$ cat src/sv/psx_pkg.sv
// Shared constants and types for the printable string extractor.
// No dependencies; the top, front, back and request queue files import this package.
`timescale 1ns / 1ps
`default_nettype none
package psx_pkg;

	localparam int MAX_LEN = 64;
	localparam int RUN_SAT = (MAX_LEN >= 255) ? (MAX_LEN + 1) : 255;
	localparam int RUN_W   = $clog2(RUN_SAT + 1);
	localparam int CNT_W   = $clog2(MAX_LEN + 1);
	localparam int IDX_W   = $clog2(MAX_LEN);
	localparam int ADDR_W  = IDX_W + 1;
	localparam int RAM_DEPTH = 2 ** ADDR_W;
	localparam int PADDR_W = 3;

	localparam logic [RUN_W-1:0] MAX_LEN_R = RUN_W'(MAX_LEN);
	localparam logic [RUN_W-1:0] RUN_SAT_R = RUN_W'(RUN_SAT);

	localparam logic [7:0] NUL_BYTE   = 8'h00;
	localparam logic [7:0] SPACE_BYTE = 8'h20;
	localparam logic [7:0] MIN_LENGTH_RESET = 8'd3;

	localparam logic REG_MIN_LENGTH = 1'b0;

	typedef struct packed {
		logic             bank;
		logic [CNT_W-1:0] cnt;
		logic             trunc;
	} psx_cmd_t;

	typedef struct packed {
		logic valid;
		logic bank;
	} psx_release_t;

endpackage
`default_nettype wire

$ cat src/sv/psx_if.sv
// Request channel interfaces: input bytes and extracted characters.
// Depends on nothing but the ready/valid convention.
`timescale 1ns / 1ps
`default_nettype none
interface psx_in_if;
	logic       valid;
	logic       ready;
	logic [7:0] data_byte;
	logic       section_last;

	modport source (output valid, output data_byte, output section_last, input ready);
	modport sink (input valid, input data_byte, input section_last, output ready);
endinterface

interface psx_out_if;
	logic       valid;
	logic       ready;
	logic [6:0] out_char;
	logic       string_last;
	logic       truncated;

	modport source (output valid, output out_char, output string_last, output truncated,
		input ready);
	modport sink (input valid, input out_char, input string_last, input truncated,
		output ready);
endinterface
`default_nettype wire

$ cat src/sv/printable_string_extractor.sv
// Printable string extractor: one input byte per cycle while the fill bank is free.
// A string's first character appears after its closing NUL is accepted and queued as a request,
// then one character per cycle, limited by the buffer RAM read port and output stall.
// Input stalls only when both buffer banks hold strings still being read out.
// Reset clears the scan state, frees both banks and sets min_length to 3; no clearing pass.
`timescale 1ns / 1ps
`default_nettype none
module printable_string_extractor (
	input  wire logic                       clk,
	input  wire logic                       arst_n,
	psx_in_if.sink                          in_ch,
	psx_out_if.source                       out_ch,
	input  wire logic                       psel,
	input  wire logic                       penable,
	input  wire logic                       pwrite,
	input  wire logic [psx_pkg::PADDR_W-1:0] paddr,
	input  wire logic [31:0]                pwdata,
	output logic [31:0]                     prdata,
	output logic                            pready
);
	import psx_pkg::*;

	logic [7:0] min_length_q;
	logic       reg_sel;

	logic              we;
	logic [ADDR_W-1:0] waddr;
	logic [6:0]        wdata;
	logic              re;
	logic [ADDR_W-1:0] raddr;
	logic [6:0]        rdata;
	logic              push;
	psx_cmd_t          push_cmd;
	logic              pop;
	logic              head_valid;
	psx_cmd_t          head_cmd;
	psx_release_t      release_bank;

	assign pready  = 1'b1;
	assign reg_sel = paddr[PADDR_W-1] == REG_MIN_LENGTH;
	assign prdata  = reg_sel ? {24'd0, min_length_q} : 32'd0;

	always_ff @(posedge clk or negedge arst_n) begin
		if (!arst_n) begin
			min_length_q <= MIN_LENGTH_RESET;
		end else if (psel && penable && pwrite && pready && reg_sel) begin
			min_length_q <= pwdata[7:0];
		end
	end

	psx_front u_front (
		.clk          (clk),
		.arst_n       (arst_n),
		.in_ch        (in_ch),
		.min_length   (min_length_q),
		.we           (we),
		.waddr        (waddr),
		.wdata        (wdata),
		.push         (push),
		.cmd          (push_cmd),
		.release_bank (release_bank)
	);

	psx_ram #(
		.WIDTH (7),
		.DEPTH (RAM_DEPTH)
	) u_buf (
		.clk   (clk),
		.we    (we),
		.waddr (waddr),
		.wdata (wdata),
		.re    (re),
		.raddr (raddr),
		.rdata (rdata)
	);

	psx_cmd_fifo u_fifo (
		.clk        (clk),
		.arst_n     (arst_n),
		.push       (push),
		.push_cmd   (push_cmd),
		.pop        (pop),
		.head_valid (head_valid),
		.head_cmd   (head_cmd)
	);

	psx_back u_back (
		.clk          (clk),
		.arst_n       (arst_n),
		.cmd_valid    (head_valid),
		.cmd          (head_cmd),
		.pop          (pop),
		.release_bank (release_bank),
		.re           (re),
		.raddr        (raddr),
		.rdata        (rdata),
		.out_ch       (out_ch)
	);
endmodule
`default_nettype wire

$ cat src/sv/psx_ram.sv
// Generic simple dual-port RAM, one write port and one registered read port.
// Read data holds while the read enable is low.
`timescale 1ns / 1ps
`default_nettype none
module psx_ram #(
	parameter int WIDTH = 8,
	parameter int DEPTH = 16
) (
	input  wire logic                     clk,
	input  wire logic                     we,
	input  wire logic [$clog2(DEPTH)-1:0] waddr,
	input  wire logic [WIDTH-1:0]         wdata,
	input  wire logic                     re,
	input  wire logic [$clog2(DEPTH)-1:0] raddr,
	output logic [WIDTH-1:0]              rdata
);
	logic [WIDTH-1:0] mem_q [DEPTH];

	always_ff @(posedge clk) begin
		if (we) begin
			mem_q[waddr] <= wdata;
		end
		if (re) begin
			rdata <= mem_q[raddr];
		end
	end
endmodule
`default_nettype wire

$ cat src/sv/psx_front.sv
// Front end: accepts bytes, tracks the open run, fills the buffer bank, issues string requests.
// Depends on psx_pkg and psx_if.
`timescale 1ns / 1ps
`default_nettype none
module psx_front (
	input  wire logic                      clk,
	input  wire logic                      arst_n,
	psx_in_if.sink                         in_ch,
	input  wire logic [7:0]                min_length,
	output logic                           we,
	output logic [psx_pkg::ADDR_W-1:0]     waddr,
	output logic [6:0]                     wdata,
	output logic                           push,
	output psx_pkg::psx_cmd_t              cmd,
	input  wire psx_pkg::psx_release_t     release_bank
);
	import psx_pkg::*;

	logic             in_run_q;
	logic [RUN_W-1:0] run_len_q;
	logic             bank_q;
	logic [1:0]       busy_q;

	logic             acc;
	logic [7:0]       b;
	logic             printable;
	logic             emit;
	logic             do_append;
	logic [RUN_W-1:0] append_len;
	logic [RUN_W-1:0] next_len;

	assign in_ch.ready = !busy_q[bank_q];
	assign acc         = in_ch.valid && in_ch.ready;
	assign b           = in_ch.data_byte;

	always_comb begin
		printable  = b inside {[8'h20:8'h7E]};
		emit       = (b == NUL_BYTE) && in_run_q && (run_len_q >= RUN_W'(min_length));
		do_append  = printable && (in_run_q || (b != SPACE_BYTE));
		append_len = in_run_q ? run_len_q : '0;
		next_len   = (append_len < RUN_SAT_R) ? append_len + 1'b1 : append_len;
	end

	assign we    = acc && do_append && (append_len < MAX_LEN_R);
	assign waddr = {bank_q, append_len[IDX_W-1:0]};
	assign wdata = b[6:0];

	assign push      = acc && emit;
	assign cmd.bank  = bank_q;
	assign cmd.cnt   = (run_len_q > MAX_LEN_R) ? CNT_W'(MAX_LEN) : run_len_q[CNT_W-1:0];
	assign cmd.trunc = run_len_q > MAX_LEN_R;

	always_ff @(posedge clk or negedge arst_n) begin
		if (!arst_n) begin
			in_run_q  <= 1'b0;
			run_len_q <= '0;
			bank_q    <= 1'b0;
		end else if (acc) begin
			if (emit || !printable) begin
				in_run_q  <= 1'b0;
				run_len_q <= '0;
			end else if (do_append) begin
				in_run_q  <= 1'b1;
				run_len_q <= next_len;
			end
			if (emit) begin
				bank_q <= !bank_q;
			end
			if (in_ch.section_last) begin
				in_run_q  <= 1'b0;
				run_len_q <= '0;
			end
		end
	end

	// mark a bank busy from its request until the back end has read it out
	always_ff @(posedge clk or negedge arst_n) begin
		if (!arst_n) begin
			busy_q <= '0;
		end else begin
			if (release_bank.valid) begin
				busy_q[release_bank.bank] <= 1'b0;
			end
			if (push) begin
				busy_q[cmd.bank] <= 1'b1;
			end
		end
	end

	a_push_free_bank: assert property (@(posedge clk) disable iff (!arst_n)
		push |-> !busy_q[cmd.bank])
		else $error("string request on a bank still draining");
	a_write_free_bank: assert property (@(posedge clk) disable iff (!arst_n)
		we |-> !busy_q[waddr[ADDR_W-1]])
		else $error("buffer write into a bank still draining");
	a_release_busy: assert property (@(posedge clk) disable iff (!arst_n)
		release_bank.valid |-> busy_q[release_bank.bank])
		else $error("release of a bank that is not busy");
endmodule
`default_nettype wire

$ cat src/sv/psx_cmd_fifo.sv
// Two-entry queue of string requests between front and back ends.
// Depends on psx_pkg.
`timescale 1ns / 1ps
`default_nettype none
module psx_cmd_fifo (
	input  wire logic              clk,
	input  wire logic              arst_n,
	input  wire logic              push,
	input  wire psx_pkg::psx_cmd_t push_cmd,
	input  wire logic              pop,
	output logic                   head_valid,
	output psx_pkg::psx_cmd_t      head_cmd
);
	import psx_pkg::*;

	psx_cmd_t   entry_q [2];
	logic       wr_ptr_q;
	logic       rd_ptr_q;
	logic [1:0] count_q;

	assign head_valid = count_q != 2'd0;
	assign head_cmd   = entry_q[rd_ptr_q];

	always_ff @(posedge clk) begin
		if (push) begin
			entry_q[wr_ptr_q] <= push_cmd;
		end
	end

	always_ff @(posedge clk or negedge arst_n) begin
		if (!arst_n) begin
			wr_ptr_q <= 1'b0;
			rd_ptr_q <= 1'b0;
			count_q  <= 2'd0;
		end else begin
			if (push) begin
				wr_ptr_q <= !wr_ptr_q;
			end
			if (pop) begin
				rd_ptr_q <= !rd_ptr_q;
			end
			count_q <= count_q + {1'b0, push} - {1'b0, pop};
		end
	end

	a_no_overflow: assert property (@(posedge clk) disable iff (!arst_n)
		push |-> (count_q != 2'd2) || pop)
		else $error("request queue overflow");
	a_no_underflow: assert property (@(posedge clk) disable iff (!arst_n)
		pop |-> count_q != 2'd0)
		else $error("request queue underflow");
	a_count_bound: assert property (@(posedge clk) disable iff (!arst_n)
		count_q != 2'd3)
		else $error("request queue count out of range");
endmodule
`default_nettype wire

$ cat src/sv/psx_back.sv
// Back end: reads buffered characters of each request and drives the output channel.
// Depends on psx_pkg and psx_if; the buffer RAM read port is registered.
`timescale 1ns / 1ps
`default_nettype none
module psx_back (
	input  wire logic                  clk,
	input  wire logic                  arst_n,
	input  wire logic                  cmd_valid,
	input  wire psx_pkg::psx_cmd_t     cmd,
	output logic                       pop,
	output psx_pkg::psx_release_t      release_bank,
	output logic                       re,
	output logic [psx_pkg::ADDR_W-1:0] raddr,
	input  wire logic [6:0]            rdata,
	psx_out_if.source                  out_ch
);
	import psx_pkg::*;

	logic [IDX_W-1:0] k_q;
	logic             valid_s1;
	logic             last_s1;
	logic             trunc_s1;
	logic             valid_s2;

	logic adv_s1;
	logic issue;
	logic final_char;

	assign adv_s1     = valid_s1 && (!valid_s2 || out_ch.ready);
	assign issue      = cmd_valid && (!valid_s1 || adv_s1);
	assign final_char = CNT_W'(k_q) == (cmd.cnt - 1'b1);

	assign re    = issue;
	assign raddr = {cmd.bank, k_q};
	assign pop   = issue && final_char;

	assign release_bank.valid = pop;
	assign release_bank.bank  = cmd.bank;

	assign out_ch.valid = valid_s2;

	always_ff @(posedge clk or negedge arst_n) begin
		if (!arst_n) begin
			k_q      <= '0;
			valid_s1 <= 1'b0;
			valid_s2 <= 1'b0;
		end else begin
			if (issue) begin
				k_q <= final_char ? '0 : k_q + 1'b1;
			end
			if (issue) begin
				valid_s1 <= 1'b1;
			end else if (adv_s1) begin
				valid_s1 <= 1'b0;
			end
			if (adv_s1) begin
				valid_s2 <= 1'b1;
			end else if (out_ch.ready) begin
				valid_s2 <= 1'b0;
			end
		end
	end

	always_ff @(posedge clk) begin
		if (issue) begin
			last_s1  <= final_char;
			trunc_s1 <= final_char && cmd.trunc;
		end
		if (adv_s1) begin
			out_ch.out_char    <= rdata;
			out_ch.string_last <= last_s1;
			out_ch.truncated   <= trunc_s1;
		end
	end

	a_pop_needs_cmd: assert property (@(posedge clk) disable iff (!arst_n)
		pop |-> cmd_valid)
		else $error("request retired with none pending");
	a_s1_holds: assert property (@(posedge clk) disable iff (!arst_n)
		valid_s1 && !adv_s1 |=> valid_s1)
		else $error("read stage lost a character");
	a_index_bound: assert property (@(posedge clk) disable iff (!arst_n)
		cmd_valid |-> CNT_W'(k_q) < cmd.cnt)
		else $error("character index beyond string length");
endmodule
`default_nettype wire
$ cat src/flat_wrapper.sv
// flat-port wrapper written by rule: the top's interface ports become plain ports
module printable_string_extractor_flat import psx_pkg::*;
  (clk, arst_n, psel, penable, pwrite, paddr, pwdata, prdata, pready, in_ch_valid, in_ch_data_byte, in_ch_section_last, in_ch_ready, out_ch_valid, out_ch_out_char, out_ch_string_last, out_ch_truncated, out_ch_ready);
  psx_in_if in_ch_i ();
  psx_out_if out_ch_i ();
  input  wire logic clk;
  input  wire logic arst_n;
  input  wire logic psel;
  input  wire logic penable;
  input  wire logic pwrite;
  input  wire logic [psx_pkg::PADDR_W-1:0] paddr;
  input  wire logic [31:0] pwdata;
  output logic [31:0] prdata;
  output logic pready;
  input wire logic [$bits(in_ch_i.valid)-1:0] in_ch_valid;
  input wire logic [$bits(in_ch_i.data_byte)-1:0] in_ch_data_byte;
  input wire logic [$bits(in_ch_i.section_last)-1:0] in_ch_section_last;
  output wire logic [$bits(in_ch_i.ready)-1:0] in_ch_ready;
  output wire logic [$bits(out_ch_i.valid)-1:0] out_ch_valid;
  output wire logic [$bits(out_ch_i.out_char)-1:0] out_ch_out_char;
  output wire logic [$bits(out_ch_i.string_last)-1:0] out_ch_string_last;
  output wire logic [$bits(out_ch_i.truncated)-1:0] out_ch_truncated;
  input wire logic [$bits(out_ch_i.ready)-1:0] out_ch_ready;
  assign in_ch_i.valid = in_ch_valid;
  assign in_ch_i.data_byte = in_ch_data_byte;
  assign in_ch_i.section_last = in_ch_section_last;
  assign in_ch_ready = in_ch_i.ready;
  assign out_ch_valid = out_ch_i.valid;
  assign out_ch_out_char = out_ch_i.out_char;
  assign out_ch_string_last = out_ch_i.string_last;
  assign out_ch_truncated = out_ch_i.truncated;
  assign out_ch_i.ready = out_ch_ready;
  printable_string_extractor u_core (.clk(clk), .arst_n(arst_n), .in_ch(in_ch_i), .out_ch(out_ch_i), .psel(psel), .penable(penable), .pwrite(pwrite), .paddr(paddr), .pwdata(pwdata), .prdata(prdata), .pready(pready));
endmodule
$ cat config.mk
export PLATFORM = sky130hd
export DESIGN_NAME = printable_string_extractor_flat
export DESIGN_NICKNAME = d
export VERILOG_FILES = /design/src/sv/psx_pkg.sv /design/src/sv/psx_if.sv /design/src/sv/printable_string_extractor.sv /design/src/sv/psx_ram.sv /design/src/sv/psx_front.sv /design/src/sv/psx_cmd_fifo.sv /design/src/sv/psx_back.sv /design/src/flat_wrapper.sv
export SDC_FILE = /design/constraint.sdc
export NUM_CORES = 1
export LEC_CHECK = 0
export BUFFER_PORTS_ARGS = -buffer_cell sky130_fd_sc_hd__clkbuf_2
export CAP_MARGIN = 15
export CORE_ASPECT_RATIO = 2
export CORE_MARGIN = 2
export CORE_UTILIZATION = 47
export CTS_CLUSTER_DIAMETER = 150
export DETAILED_ROUTE_END_ITERATION = 8
export SLEW_MARGIN = 20
export SYNTH_ARGS = -nofsm -noshare
export SYNTH_HDL_FRONTEND = slang
export SYNTH_SLANG_ARGS = --single-unit
$ cat constraint.sdc
create_clock -name clk -period 6.95 [get_ports clk]
set_input_delay 0.3475 -clock clk [delete_from_list [all_inputs] [get_ports clk]]
set_output_delay 0.3475 -clock clk [all_outputs]
set_load 0.01 [all_outputs]
==> key figures <==
Outcome
  • Status: complete, no violations

Floorplanning
  • # IOs: 95
  • Starting density of the core: 0.474
  • FP Rows: 148
  • Die area: approximately 84000 µm²
  • Chip height: 409 µm
  • Core Area: around 80000 µm²
  • Chip width: 206 µm

STA
  • # setup viols final: 0
  • RSZ-0062 raised after global routing: no
  • Worst clock skew: between 20 and 30 ps
  • Setup_tns: 0 ps
  • Slew at the pin closest to its max-slew limit: 1030 ps
  • Max Freq: 251 MHz
  • Post-route minimum period: 3980 ps
  • Final Max Tran Viols: 0
  • Worst rel slew slack: 0.306
  • Hold WS: between 60 and 70 ps
  • Fin crit share: 0.572
  • Fin. Hold Viols: 0

Clock tree
  • Max clock buf depth: 3
  • Hold buffer count at CTS: 10
  • Max H-tree Level: 3
  • CTS tree: built
  • Clk_lat worst skew: roughly 660 ps
  • Clock slew seen by the registers of the worst setup and hold paths: 70 ps
  • Number of buffers created by CTS: between 70 and 80
  • Post-CTS Resized: 0
  • CTS root buffer: clkbuf_16
  • CTS sink count: 964
  • Post CTS Setup Buffer Count: 0

Detailed routing
  • Iteration-0 DRC Markers: 1858
  • Routed WL: between 90000 and 100000 µm
  • Via count: 19344
  • Post-route ant nets: 0
  • # DRC: 0
  • Avg Vias per Cell: 5.99
  • DR pass1 iterations: 5
  • Wire per inst: approximately 30 µm

Finish
  • Fillcell total: 6383
  • Layout cells sized above 1: 0.197
  • Final net count: around 2200
  • Area Overhead vs Synth: 10.3%
  • Ant. Diodes: 0

Setup path
  • CP cell instances: mux2i_1, nand2_1, a41oi_1, and2_1, nand3_2, nor2_1
  • Crit start category: register
  • Slowest cell on the critical path: nor2_1
  • CP Capture Type: register
  • Crit path DAT: approximately 4300 ps
  • Crit-path max cell delay: 910 ps
  • Largest fanout on the critical path: 16
  • CP Class: reg2reg
  • WP data required: between 7000 and 8000 ps

Worst hold path
  • Hold crit path type: in2reg

Pwr
  • Gate power share: 0.074
  • Int Power: 9250 µW
  • Max IR drop VDD: 0.259 mV
  • Power per cell area: 278 nW/µm²
  • Sw power: 2580 µW
  • Clock share of power: 0.383
  • Sw Ratio: 0.218
  • Power share of the sequential group: 0.543
  • Leak pwr: between 0.01 and 0.015 µW

Yosys
  • Syn_area_per_cell: 18.8 µm²
  • #FFs+latches synth: 964
  • Synth area leaders: edfxtp_1 (73%), mux4_2 (9.9%), mux2i_1 (3.6%)
  • Yosys warnings: 0
  • Most instantiated cells after synthesis: edfxtp_1 (932), mux4_2 (170), nor2_1 (160)
  • Mapped cell area: 38500 µm²
  • Ys async rst share: 0.0332
  • Most common cell in the synthesized netlist: edfxtp_1
  • Primary FF master, synth: edfxtp_1
  • Seq/Total Area, Yosys: 0.748
  • Synth area leader: edfxtp_1
  • Cells after Synth: 2044
  • Yosys top cell area share: 0.727
  • Post-synth EDFFs: about 930
  • Count of cell types in the netlist: 64

Global route
  • Global-route wire length before repair: 139000 µm
  • Antenna violations before repair: 0
  • Largest net degree at the start of global routing: 81
  • Vias in the first global route: 20407
  • Grt total ovfl: 0
  • Overall routing resource usage: 0.233

Placed design
  • RePlAce Congestion: 0.869
  • I/O Buffers: 43
  • Detail Placement HPWL: 60400 µm

Flow run
  • Max-Cap Viols: 0
## power groups by stage
stage | Clock, µW | Combinational, µW | Sequential (µW)
after floorplan | 0 | 647 | 6510
after global placement | 0 | 875 | 6550
after detailed placement | 0 | 893 | 6550
after CTS | 4600 | 899 | 6420
after global routing | 4790 | 940 | 6420
final | 4530 | 881 | 6420
## worst max-delay path: cells and delay by family, from the launching register on
kind | cells | cell delay, ps
flip-flops | 1 | 570
AO/OA/AOI/OAI | 1 | 310
multiplexers | 1 | 350
AND/OR/NAND/NOR | 4 | 2350
## routing by layer
metal / track usage / routed length [µm] / vias up
li1: - / - / 8335
met1: 0.266 / 33300 / 10162
met2: 0.420 / 52400 / 674
met3: 0.0313 / 5150 / 173
met4: 0.119 / 5090 / 0
met5: 0 / 0 / -
## flip-flops by register name (all words and copies together), names as in the netlist
register	flops
u_core.u_back.out_ch.truncated	1
u_core.u_back.valid_s1	1
u_core.u_back.out_ch.valid	1
u_core.u_front.bank_q	1
u_core.u_fifo.entry_q	18
u_core.min_length_q	8
u_core.u_back.last_s1	1
u_core.u_back.k_q	6
u_core.u_buf.mem_q	896
u_core.u_fifo.rd_ptr_q	1
u_core.u_back.out_ch.out_char	7
u_core.u_front.in_run_q	1
u_core.u_back.trunc_s1	1
u_core.u_front.busy_q	2
u_core.u_front.run_len_q	8
u_core.u_back.out_ch.string_last	1
u_core.u_buf.rdata	7
u_core.u_fifo.count_q	2
u_core.u_fifo.wr_ptr_q	1
## stage by stage
step                 util  setup WS, ps  std cells  total power (µW)  instance area [µm²]
finish              0.522          2970       3230             11800                42500
global placement    0.490          3000       3074              7420                39800
detailed placement  0.490          2840       3074              7440                39800
global route        0.522          2770       3230             12200                42500
CTS                 0.522          3020       3230             11900                42500
floorplan               -          4280       2067              7160                38600
## cells in the final DEF, fill, tap and decap left out, types with 19 or more instances in the layout
cell type  instances
a21oi_1           48
buf_4             53
clkbuf_16         82
clkbuf_2          36
conb_1            25
dfrtp_1           26
edfxtp_1         932
inv_1             19
mux2_2            31
mux2i_1          138
mux4_2           170
nand2_1           65
nand3_1           19
nor2_1           159
o21ai_0           60
o221ai_1          37
o22ai_1           23
## cells by family after synthesis
kind of cell / after synthesis / synth area share
flops: 964 / 0.748
simple gates: 319 / 0.0363
other cells: 2 / 0.000195
fa+ha+maj: 12 / 0.00390
buf+inv: 155 / 0.0224
xor+xnor: 14 / 0.00318
compound gates: 239 / 0.0418
mux: 339 / 0.144
## worst paths after layout
kind / start / endpoint / slack, ps / cells past startpoint
min in group asynchronous: arst_n / u_core.u_fifo.count_q[1] / 350 / 2
worst max-delay path: u_core.u_front.bank_q / u_core.u_buf.mem_q[50][2] / 2970 / 6
worst max register to register: u_core.u_front.bank_q / u_core.u_buf.mem_q[50][2] / 2970 / 6
worst min register to register: u_core.u_buf.rdata[4] / u_core.u_back.out_ch.out_char[4] / 450 / 0
worst min-delay path: in_ch_data_byte[1] / u_core.u_buf.mem_q[6][1] / 60 / 1
max in group asynchronous: arst_n / u_core.u_back.k_q[1] / 5930 / 2
## layout make-up
| type | count | area, µm² | area share |
|---|---|---|---|
| Clock buffer | 98 | 2120 | 0.0500 |
| Sequential cell | 964 | 28800 | 0.678 |
| Clock inverter | 48 | 457 | 0.0108 |
| Tap cell | 1050 | 1310 | 0.0309 |
| Inverter | 20 | 75.1 | 0.00177 |
| Timing Repair Buffer | 102 | 738 | 0.0174 |
| Multi-Input combinational cell | 948 | 8960 | 0.211 |
(Power assumes the default switching activity.)
